--- src/lowest_request_arbiter_assert.svh ---
// Assertion helpers shared by the arbiter RTL.
`ifndef LOWEST_REQUEST_ARBITER_ASSERT_SVH
`define LOWEST_REQUEST_ARBITER_ASSERT_SVH

// Property that must hold in every cycle outside reset.
`define LRA_ASSERT_ALWAYS(label, clk, rst_n, prop, msg) \
    label: assert property (@(posedge clk) disable iff (!rst_n) (prop)) \
        else $error(msg);

// Implication whose consequent is checked in the cycle after the antecedent.
`define LRA_ASSERT_NEXT(label, clk, rst_n, ante, cons, msg) \
    label: assert property (@(posedge clk) disable iff (!rst_n) (ante) |=> (cons)) \
        else $error(msg);

`endif

--- src/lra_pkg.sv ---
package lra_pkg;

    // Number of requesting policies, one cell each
    localparam int POLICY_COUNT = 16;

    // Fixed field widths
    localparam int POLICY_IDX_W = 4;
    localparam int VOLT_W       = 32;
    localparam int OFFSET_W     = 16;

    // Cell index width: wide enough for the cell count and the policy field
    localparam int CELL_IDX_W = ($clog2(POLICY_COUNT) > POLICY_IDX_W) ?
                                $clog2(POLICY_COUNT) : POLICY_IDX_W;
    localparam int CNT_W      = $clog2(POLICY_COUNT);

    // Operation codes
    localparam logic [1:0] MODE_PREVIEW = 2'd0;
    localparam logic [1:0] MODE_COMMIT  = 2'd1;
    localparam logic [1:0] MODE_REMOVE  = 2'd2;

    // Table select
    localparam logic TBL_VOLT   = 1'b0;
    localparam logic TBL_OFFSET = 1'b1;

    // Running minimum handed from cell to cell
    typedef struct packed {
        logic              valid;
        logic [VOLT_W-1:0] value;
    } t_best;

    // Control broadcast from the sequencer to every cell
    typedef struct packed {
        logic                  wr_en;
        logic                  sub_en;
        logic                  tbl;
        logic [CELL_IDX_W-1:0] idx;
        logic [VOLT_W-1:0]     value;
        logic                  ok;
    } t_cell_ctl;

endpackage

--- src/lra_if.sv ---
// Request channel
interface lra_req_if;
    logic        valid;
    logic        ready;
    logic [1:0]  mode;
    logic        target;
    logic [3:0]  policy_index;
    logic [31:0] request_value;
    logic        request_valid;

    modport source (
        output valid, mode, target, policy_index, request_value, request_valid,
        input  ready
    );
    modport sink (
        input  valid, mode, target, policy_index, request_value, request_valid,
        output ready
    );
endinterface

// Result channel
interface lra_res_if;
    logic        valid;
    logic        ready;
    logic        winner_valid;
    logic [31:0] winner_value;
    logic        winner_changed;

    modport source (
        output valid, winner_valid, winner_value, winner_changed,
        input  ready
    );
    modport sink (
        input  valid, winner_valid, winner_value, winner_changed,
        output ready
    );
endinterface

--- src/lra_cell.sv ---
module lra_cell
    import lra_pkg::*;
(
    input  logic                  i_clk,
    input  logic                  i_rst_n,
    input  logic [CELL_IDX_W-1:0] i_cell_idx,
    input  t_cell_ctl             i_ctl,
    input  t_best                 i_best,
    output t_best                 o_best,
    output logic                  o_hit_present
);

    logic [VOLT_W-1:0]   r_volt;
    logic [OFFSET_W-1:0] r_off;
    logic                r_v_valid;
    logic                r_v_present;
    logic                r_o_valid;
    logic                r_o_present;
    t_best               r_best;

    logic                w_sel;
    logic                w_sub;
    logic [VOLT_W-1:0]   w_own_value;
    logic                w_own_ok;
    t_best               n_best;

    assign w_sel = (i_ctl.idx == i_cell_idx);
    assign w_sub = i_ctl.sub_en && w_sel;

    // Presence of this entry in the chosen table, when addressed
    assign o_hit_present = w_sel &&
                           ((i_ctl.tbl == TBL_OFFSET) ? r_o_present : r_v_present);

    // Own entry, or the previewed stand-in
    always_comb begin
        if (w_sub) begin
            w_own_value = i_ctl.value;
            w_own_ok    = i_ctl.ok;
        end else if (i_ctl.tbl == TBL_OFFSET) begin
            w_own_value = {{(VOLT_W-OFFSET_W){1'b0}}, r_off};
            w_own_ok    = r_o_valid;
        end else begin
            w_own_value = r_volt;
            w_own_ok    = r_v_valid;
        end
    end

    // Keep the lower of the incoming minimum and this entry
    always_comb begin
        if (w_own_ok && (!i_best.valid || (w_own_value < i_best.value))) begin
            n_best.valid = 1'b1;
            n_best.value = w_own_value;
        end else begin
            n_best = i_best;
        end
    end

    // Entry storage and chain stage
    always_ff @(posedge i_clk) begin
        if (!i_rst_n) begin
            r_v_valid   <= 1'b0;
            r_v_present <= 1'b0;
            r_o_valid   <= 1'b0;
            r_o_present <= 1'b0;
        end else if (i_ctl.wr_en && w_sel) begin
            if (i_ctl.tbl == TBL_OFFSET) begin
                r_o_valid   <= i_ctl.ok;
                r_o_present <= 1'b1;
            end else begin
                r_v_valid   <= i_ctl.ok;
                r_v_present <= 1'b1;
            end
        end
        if (i_ctl.wr_en && w_sel) begin
            if (i_ctl.tbl == TBL_OFFSET) begin
                r_off <= i_ctl.value[OFFSET_W-1:0];
            end else begin
                r_volt <= i_ctl.value;
            end
        end
        r_best <= n_best;
    end

    assign o_best = r_best;

endmodule

--- src/lowest_request_arbiter.sv ---
// Channel   Dir  Fields                                                   Transfer
// i_req     in   mode, target, policy_index, request_value, request_valid valid & ready
// o_res     out  winner_valid, winner_value, winner_changed               valid & ready
//
// Each item passes through accept, entry write, a scan along the POLICY_COUNT cells and
// result load before the next input can be taken. The running minimum moves one cell per
// cycle, so the chain length sets the length of the scan.
// i_rst_n is synchronous; it clears all marks, both winners and both flags.
// A new item is taken while a result waits; its result load stalls while that one is held.
module lowest_request_arbiter
    import lra_pkg::*;
(
    input  logic     i_clk,
    input  logic     i_rst_n,
    lra_req_if.sink  i_req,
    lra_res_if.source o_res
);

    `include "lowest_request_arbiter_assert.svh"

    typedef enum logic [1:0] {S_IDLE, S_WRITE, S_SCAN, S_DONE} t_state;

    t_state                r_state, n_state;
    logic [CNT_W-1:0]      r_cnt, n_cnt;

    // Latched item
    logic                  r_commit, n_commit;
    logic                  r_remove, n_remove;
    logic                  r_tbl, n_tbl;
    logic [CELL_IDX_W-1:0] r_idx, n_idx;
    logic [VOLT_W-1:0]     r_value, n_value;
    logic                  r_ok, n_ok;
    logic                  r_in_range, n_in_range;

    // Stored winners and changed flags
    logic                  r_vwin_valid, n_vwin_valid;
    logic [VOLT_W-1:0]     r_vwin_value, n_vwin_value;
    logic                  r_owin_valid, n_owin_valid;
    logic [OFFSET_W-1:0]   r_owin_value, n_owin_value;
    logic [1:0]            r_chg, n_chg;

    // Output register
    logic                  r_out_valid, n_out_valid;
    logic                  r_out_wvalid, n_out_wvalid;
    logic [VOLT_W-1:0]     r_out_value, n_out_value;
    logic                  r_out_changed, n_out_changed;

    t_cell_ctl             w_ctl;
    t_best                 w_chain [POLICY_COUNT+1];
    logic [POLICY_COUNT-1:0] w_hit;
    logic                  w_present;
    logic [CELL_IDX_W-1:0] w_in_idx;

    // Terms used by the checks
    logic                  w_in_xfer;
    logic                  w_done_stall;
    logic                  w_scan;

    // Cell row
    assign w_chain[0] = '0;

    for (genvar g = 0; g < POLICY_COUNT; g++) begin : g_cell
        lra_cell u_cell (
            .i_clk         (i_clk),
            .i_rst_n       (i_rst_n),
            .i_cell_idx    (CELL_IDX_W'(g)),
            .i_ctl         (w_ctl),
            .i_best        (w_chain[g]),
            .o_best        (w_chain[g+1]),
            .o_hit_present (w_hit[g])
        );
    end

    assign w_present = |w_hit;

    // Control to the cells
    always_comb begin
        w_ctl.wr_en  = (r_state == S_WRITE) && r_in_range &&
                       (r_commit || (r_remove && w_present));
        w_ctl.sub_en = !r_commit && !r_remove && r_in_range;
        w_ctl.tbl    = r_tbl;
        w_ctl.idx    = r_idx;
        w_ctl.value  = r_remove ? '0 : r_value;
        w_ctl.ok     = r_remove ? 1'b0 : r_ok;
    end

    assign w_in_idx = CELL_IDX_W'(i_req.policy_index);

    // Sequencer next state
    always_comb begin
        logic [VOLT_W:0] v_old;
        logic [VOLT_W:0] v_now;
        logic            v_diff;
        logic            v_flag;

        n_state       = r_state;
        n_cnt         = r_cnt;
        n_commit      = r_commit;
        n_remove      = r_remove;
        n_tbl         = r_tbl;
        n_idx         = r_idx;
        n_value       = r_value;
        n_ok          = r_ok;
        n_in_range    = r_in_range;
        n_vwin_valid  = r_vwin_valid;
        n_vwin_value  = r_vwin_value;
        n_owin_valid  = r_owin_valid;
        n_owin_value  = r_owin_value;
        n_chg         = r_chg;
        n_out_valid   = r_out_valid;
        n_out_wvalid  = r_out_wvalid;
        n_out_value   = r_out_value;
        n_out_changed = r_out_changed;

        v_old = (r_tbl == TBL_OFFSET) ?
                {r_owin_valid, {(VOLT_W-OFFSET_W){1'b0}}, r_owin_value} :
                {r_vwin_valid, r_vwin_value};
        v_now  = {w_chain[POLICY_COUNT].valid, w_chain[POLICY_COUNT].value};
        v_diff = (v_old != v_now);
        v_flag = r_chg[r_tbl];

        if (o_res.ready) begin
            n_out_valid = 1'b0;
        end

        unique case (r_state)
            S_IDLE: begin
                if (i_req.valid) begin
                    n_commit   = (i_req.mode == MODE_COMMIT);
                    n_remove   = (i_req.mode == MODE_REMOVE);
                    n_tbl      = i_req.target;
                    n_idx      = w_in_idx;
                    n_value    = (i_req.target == TBL_OFFSET) ?
                                 {{(VOLT_W-OFFSET_W){1'b0}},
                                  i_req.request_value[OFFSET_W-1:0]} :
                                 i_req.request_value;
                    n_ok       = i_req.request_valid;
                    n_in_range = ({1'b0, w_in_idx} < (CELL_IDX_W+1)'(POLICY_COUNT));
                    n_state    = S_WRITE;
                end
            end
            S_WRITE: begin
                n_state = S_SCAN;
            end
            S_SCAN: begin
                if (r_cnt == CNT_W'(POLICY_COUNT - 1)) begin
                    n_cnt   = '0;
                    n_state = S_DONE;
                end else begin
                    n_cnt = r_cnt + 1'b1;
                end
            end
            S_DONE: begin
                if (!r_out_valid || o_res.ready) begin
                    priority if ((r_commit || r_remove) && !r_in_range) begin
                        n_out_wvalid = v_old[VOLT_W];
                        n_out_value  = v_old[VOLT_W-1:0];
                    end else if (r_remove && !w_present) begin
                        v_flag       = 1'b0;
                        n_out_wvalid = v_old[VOLT_W];
                        n_out_value  = v_old[VOLT_W-1:0];
                    end else if (r_commit || r_remove) begin
                        v_flag = (r_remove && (r_tbl == TBL_OFFSET)) ?
                                 (v_now[VOLT_W] && v_diff) : v_diff;
                        if (r_tbl == TBL_OFFSET) begin
                            n_owin_valid = v_now[VOLT_W];
                            n_owin_value = v_now[OFFSET_W-1:0];
                        end else begin
                            n_vwin_valid = v_now[VOLT_W];
                            n_vwin_value = v_now[VOLT_W-1:0];
                        end
                        n_out_wvalid = v_now[VOLT_W];
                        n_out_value  = v_now[VOLT_W-1:0];
                    end else begin
                        n_out_wvalid = v_now[VOLT_W];
                        n_out_value  = v_now[VOLT_W-1:0];
                    end
                    n_chg[r_tbl]  = v_flag;
                    n_out_changed = v_flag;
                    n_out_valid   = 1'b1;
                    n_state       = S_IDLE;
                end
            end
            default: n_state = S_IDLE;
        endcase
    end

    // State, stored winners and output register
    always_ff @(posedge i_clk) begin
        if (!i_rst_n) begin
            r_state      <= S_IDLE;
            r_cnt        <= '0;
            r_vwin_valid <= 1'b0;
            r_vwin_value <= '0;
            r_owin_valid <= 1'b0;
            r_owin_value <= '0;
            r_chg        <= '0;
            r_out_valid  <= 1'b0;
        end else begin
            r_state      <= n_state;
            r_cnt        <= n_cnt;
            r_vwin_valid <= n_vwin_valid;
            r_vwin_value <= n_vwin_value;
            r_owin_valid <= n_owin_valid;
            r_owin_value <= n_owin_value;
            r_chg        <= n_chg;
            r_out_valid  <= n_out_valid;
        end
        r_commit      <= n_commit;
        r_remove      <= n_remove;
        r_tbl         <= n_tbl;
        r_idx         <= n_idx;
        r_value       <= n_value;
        r_ok          <= n_ok;
        r_in_range    <= n_in_range;
        r_out_wvalid  <= n_out_wvalid;
        r_out_value   <= n_out_value;
        r_out_changed <= n_out_changed;
    end

    assign i_req.ready          = (r_state == S_IDLE);
    assign o_res.valid          = r_out_valid;
    assign o_res.winner_valid   = r_out_wvalid;
    assign o_res.winner_value   = r_out_value;
    assign o_res.winner_changed = r_out_changed;

    assign w_in_xfer    = i_req.valid && i_req.ready;
    assign w_done_stall = (r_state == S_DONE) && r_out_valid && !o_res.ready;
    assign w_scan       = (r_state == S_SCAN);

    // Checks
    `LRA_ASSERT_NEXT(a_busy, i_clk, i_rst_n, w_in_xfer, !i_req.ready, "ready after transfer")
    `LRA_ASSERT_ALWAYS(a_cnt_idle, i_clk, i_rst_n, w_scan || (r_cnt == '0), "count outside scan")
    `LRA_ASSERT_NEXT(a_hold, i_clk, i_rst_n, w_done_stall, r_state == S_DONE, "result lost")
    `LRA_ASSERT_ALWAYS(a_vwin, i_clk, i_rst_n, r_vwin_valid || ~|r_vwin_value, "voltage winner")
    `LRA_ASSERT_ALWAYS(a_owin, i_clk, i_rst_n, r_owin_valid || ~|r_owin_value, "offset winner")

endmodule

--- src/flat_wrapper.sv ---
// flat-port wrapper written by rule: the top's interface ports become plain ports
module lowest_request_arbiter_flat import lra_pkg::*;
  (i_clk, i_rst_n, i_req_valid, i_req_mode, i_req_target, i_req_policy_index, i_req_request_value, i_req_request_valid, i_req_ready, o_res_valid, o_res_winner_valid, o_res_winner_value, o_res_winner_changed, o_res_ready);
  lra_req_if i_req_i ();
  lra_res_if o_res_i ();
  input  logic i_clk;
  input  logic i_rst_n;
  input wire logic [$bits(i_req_i.valid)-1:0] i_req_valid;
  input wire logic [$bits(i_req_i.mode)-1:0] i_req_mode;
  input wire logic [$bits(i_req_i.target)-1:0] i_req_target;
  input wire logic [$bits(i_req_i.policy_index)-1:0] i_req_policy_index;
  input wire logic [$bits(i_req_i.request_value)-1:0] i_req_request_value;
  input wire logic [$bits(i_req_i.request_valid)-1:0] i_req_request_valid;
  output wire logic [$bits(i_req_i.ready)-1:0] i_req_ready;
  output wire logic [$bits(o_res_i.valid)-1:0] o_res_valid;
  output wire logic [$bits(o_res_i.winner_valid)-1:0] o_res_winner_valid;
  output wire logic [$bits(o_res_i.winner_value)-1:0] o_res_winner_value;
  output wire logic [$bits(o_res_i.winner_changed)-1:0] o_res_winner_changed;
  input wire logic [$bits(o_res_i.ready)-1:0] o_res_ready;
  assign i_req_i.valid = i_req_valid;
  assign i_req_i.mode = i_req_mode;
  assign i_req_i.target = i_req_target;
  assign i_req_i.policy_index = i_req_policy_index;
  assign i_req_i.request_value = i_req_request_value;
  assign i_req_i.request_valid = i_req_request_valid;
  assign i_req_ready = i_req_i.ready;
  assign o_res_valid = o_res_i.valid;
  assign o_res_winner_valid = o_res_i.winner_valid;
  assign o_res_winner_value = o_res_i.winner_value;
  assign o_res_winner_changed = o_res_i.winner_changed;
  assign o_res_i.ready = o_res_ready;
  lowest_request_arbiter u_core (.i_clk(i_clk), .i_rst_n(i_rst_n), .i_req(i_req_i), .o_res(o_res_i));
endmodule
--- config.mk ---
export PLATFORM = sky130hd
export DESIGN_NAME = lowest_request_arbiter_flat
export DESIGN_NICKNAME = d
export VERILOG_FILES = /design/src/lra_pkg.sv /design/src/lra_if.sv /design/src/lra_cell.sv /design/src/lowest_request_arbiter.sv /design/src/flat_wrapper.sv
export VERILOG_INCLUDE_DIRS = /design/src /design/src/src
export SDC_FILE = /design/constraint.sdc
export NUM_CORES = 2
export LEC_CHECK = 0
export BUFFER_PORTS_ARGS = -buffer_cell sky130_fd_sc_hd__buf_2
export CAP_MARGIN = 25
export CORE_ASPECT_RATIO = 0.7
export CORE_MARGIN = 3
export CORE_UTILIZATION = 25
export DETAILED_ROUTE_END_ITERATION = 10
export HOLD_SLACK_MARGIN = 0.06
export PLACE_DENSITY = 0.37
export SLEW_MARGIN = 20
export SYNTH_ARGS = -nofsm -noshare
export SYNTH_HDL_FRONTEND = slang
export SYNTH_SLANG_ARGS = --single-unit
export TNS_END_PERCENT = 100
--- constraint.sdc ---
create_clock -name i_clk -period 6.55 [get_ports i_clk]
set_input_delay 0.655 -clock i_clk [delete_from_list [all_inputs] [get_ports i_clk]]
set_output_delay 0.655 -clock i_clk [all_outputs]
set_load 0.02 [all_outputs]
==> results.ini <==
[setup_path]
rrSetupSlack_ns=0.45
startpoint=u_core.r_remove
r2r-end=u_core.g_cell[9].u_cell.o_best[10]
slowest_delay_ns=0.92
crit_cells=13
worstReg2RegStart=u_core.r_remove
cp-start-kind=register
cp_max_fo=33
slowest_stage=nor3_1
critPathTopFamily=simple AND/OR/NAND/NOR gates
cp_common_cell=buf_4
crit_path_end=u_core.g_cell[9].u_cell.o_best[10]
required_ns=7.23
arrival_ns=6.78
ff2ff_path_depth=13
critPathBufInv=2
path_class=register to register
endpoint_kind=register
crit_chain=or4_1 > nor2_4 > buf_4 > o21ai_0 > ha_1 > and4_1 > nand4_1 > nor3_1 > o221ai_1 > a31oi_1 > nor3_4 > buf_4 > mux2_2

[floorplan]
die-area_sq_um=292000
die_h_um=453
start_util_pct=25.2
core_sq_um=283000
std_cell_rows=163
chipWidth_um=645
pin_count=80

[synth]
ys_ff_latch=1493
synth_xor_area_share_pct=0.270
synth_nets=7122
synthMuxAreaShare_pct=11.5
synth-compound-area-share_pct=9.34
async_reset_ff_share_pct=0
synth.yosys.seq_area_share_pct=53.6
ys.flop_type=edfxtp_1
synthAdderAreaFrac_pct=8.23
synth_top_area_share_pct=35.4
synth_area_sq_um=71400
synth.distinct_cells=87
synth.area.top_cells=edfxtp_1, dfxtp_1, ha_1, mux2_2, nand2_1
synth_top_family_by_area=simple AND/OR/NAND/NOR gates
synth_top_area_cell=edfxtp_1
synth_enable_flop_cells=842
syn_avg_cell_area_sq_um=10.8
yosys.area_share.simple_pct=12.0
synth_cells=6608
ys_warn_count=0

[finish]
final_nets=7226
syn_to_final_growth_pct=16.4
drive_above_1_share_pct=16.3
finalInstanceArea_sq_um=83200
seqCellArea_sq_um=38300
final_cell_mix=nand2_1, edfxtp_1, dfxtp_1, inv_1, ha_1
fin_cells=10646
n_fill_cell=29187
final_common_cell=nand2_1
multiInputGateArea_sq_um=30300

[place]
io_buffers=79
hpwl_um=194000
place_area_sq_um=77600
placed_cells=10313
gp_congestion=0.840

[detailed_routing]
drt_wl_total_um=277000
vias=50594
drc=0
wl_per_cell_um=26.0
drt_iter0_drc=4863
ant_nets=0
drt_pre_antenna_iters=8
viasPerCell=4.75

[timing]
setup_viol=0
holdWs_ns=0.153
min_period_ns=6.10
timing.setup.tns_ns=0
relSlewSlack_pct=18.7
finalHoldViolations=0
drv_slew=0
rsz0062_at_grt=false
timing.final.crit_share_pct=93.2
clock_skew_ns=0.0611
tightest_slew_ns=1.21
clock.fmax_mhz=164

[clocking]
cts_root_buf=clkbuf_16
cts_buffers=170
clock-sinks=1493
cts_setup_buffers=0
clock_path_buffers=4
path_clk_slew_ns=0.06
clock_latency_ns=0.85
cts_resized=0
holdBufCountCts=18
htreeDepth=4
cts_tree=done

[grt]
antenna_found_initial=32
grt_usage_pct=18.5
met3_usage_pct=4.37
grt_start_max_net_pins=98
grt_first_pass_wirelength_um=384000
use_met1_pct=29.4
met2_usage_pct=24.7
grt_overflow=0
grt_pass1_vias=48148
gr-max-usage-layer=met1

[outcome]
status=finished clean

[power]
power.density_nw_per_um2=348
finalPower_uw=28900
peakVddDrop_uv=242
leakage_uw=0.0303

[job]
drv_cap=0

[min_path]
min_path_type=input port to register

==> cell usage after synthesis (7+ instances only) <==
cell / count
nor4_1: 13
mux2i_1: 338
o22ai_1: 11
nand2_1: 1068
o21ai_0: 463
xnor2_1: 14
clkbuf_1: 279
nor2_1: 143
o21a_1: 54
a21o_1: 40
buf_2: 72
nor2b_1: 82
mux2_2: 386
o221ai_1: 20
nand3_1: 295
nand4_1: 114
a22o_1: 17
o221a_2: 33
xor2_1: 8
a21oi_1: 175
edfxtp_1: 842
inv_1: 512
a31oi_1: 29
and3_1: 22
a211oi_1: 54
or4_1: 27
mux2_4: 30
a311o_1: 15
o211ai_1: 56
buf_1: 24
and4_1: 11
o31ai_1: 29
a2111oi_0: 10
o2111ai_1: 7
ha_1: 470
nor3_1: 45
nand2b_1: 24
or2_2: 8
buf_4: 12
dfxtp_1: 651
==> power breakdown <==
group / switching [uW] / internal (uW) / total (uW) / leakage, uW
clock network: 4120 / 5420 / 9540 / 0.00259
registers: 850 / 11000 / 11800 / 0.0130
logic: 5120 / 2430 / 7550 / 0.0147
total: 10100 / 18800 / 28900 / 0.0303
==> layer usage <==
| metal | part of all wire [%] | routed length [um] |
|---|---|---|
| met3 | 7.3 | 20300 |
| met4 | 2.0 | 5490 |
| met1 | 53 | 146000 |
| met2 | 38 | 104000 |
| met5 | 0.051 | 140 |
==> flip-flops by register name (all words and copies together) (netlist names), 4 cells and up <==
name                              cells
u_core.r_owin_value                  16
u_core.o_res.winner_value            32
u_core.r_cnt                          4
u_core.g_cell.u_cell.r_o_present     16
u_core.g_cell.u_cell.o_best         528
u_core.r_vwin_value                  32
u_core.g_cell.u_cell.r_off          256
u_core.g_cell.u_cell.r_volt         512
u_core.g_cell.u_cell.r_v_present     16
u_core.g_cell.u_cell.r_v_valid       16
u_core.r_idx                          4
u_core.r_value                       32
u_core.g_cell.u_cell.r_o_valid       16
==> metrics by stage <==
| step | setup slack (ns) | util [%] |
|---|---|---|
| finish | 0.448 | 29.4 |
| global route | 0.372 | 29.4 |
| CTS | 0.653 | 29.3 |
| detailed placement | 0.670 | 27.4 |
| global placement | 0.559 | 27.4 |
| floorplan | 1.79 | - |
==> worst min path at each step <==
stage	startpoint	to	depth (start not counted)
after detailed placement	u_core.g_cell[0].u_cell.r_volt[29]	u_core.g_cell[0].u_cell.o_best[29]	1
after floorplan	u_core.g_cell[2].u_cell.o_best[32]	u_core.g_cell[3].u_cell.o_best[32]	2
after global routing	i_req_request_value[27]	u_core.r_value[27]	2
after CTS	i_req_request_value[31]	u_core.r_value[31]	2
after global placement	u_core.g_cell[2].u_cell.r_v_valid	u_core.g_cell[2].u_cell.r_v_valid	2
final	o_res_ready	u_core.o_res.valid	4
==> worst register-to-register path: cells and delay by family (launching register included) <==
family	cells	cell delay, ns
AO/OA/AOI/OAI	3	1.31
adder cells (fa/ha/maj)	1	0.33
buffers and inverters	2	0.71
flip-flops	1	0.56
multiplexers	1	0.38
AND/OR/NAND/NOR	6	2.67
==> kinds of logic (layout without fill, tap and decap cells) <==
| family | after synthesis | in the layout |
|---|---|---|
| DFF | 1493 | 1493 |
| and+or+nand+nor | 1895 | 1895 |
| muxes | 759 | 759 |
| xor gates and xnor gates | 22 | 22 |
| buffers and inverters | 903 | 1138 |
| adders and majority gates | 470 | 470 |
| AOI/OAI and AO/OA | 1066 | 1066 |
| other | 0 | 8 |
==> layout make-up <==
class,instances,area share [%]
inverter,512,2.32
multi-input combinational,4212,36.4
tap,3795,5.71
timing repair buffer,323,3.10
antenna,8,0.0241
clock inverter,69,0.770
sequential,1493,46.1
clock buffer,234,5.62
Note: power is estimated with default switching activity, not from simulation.
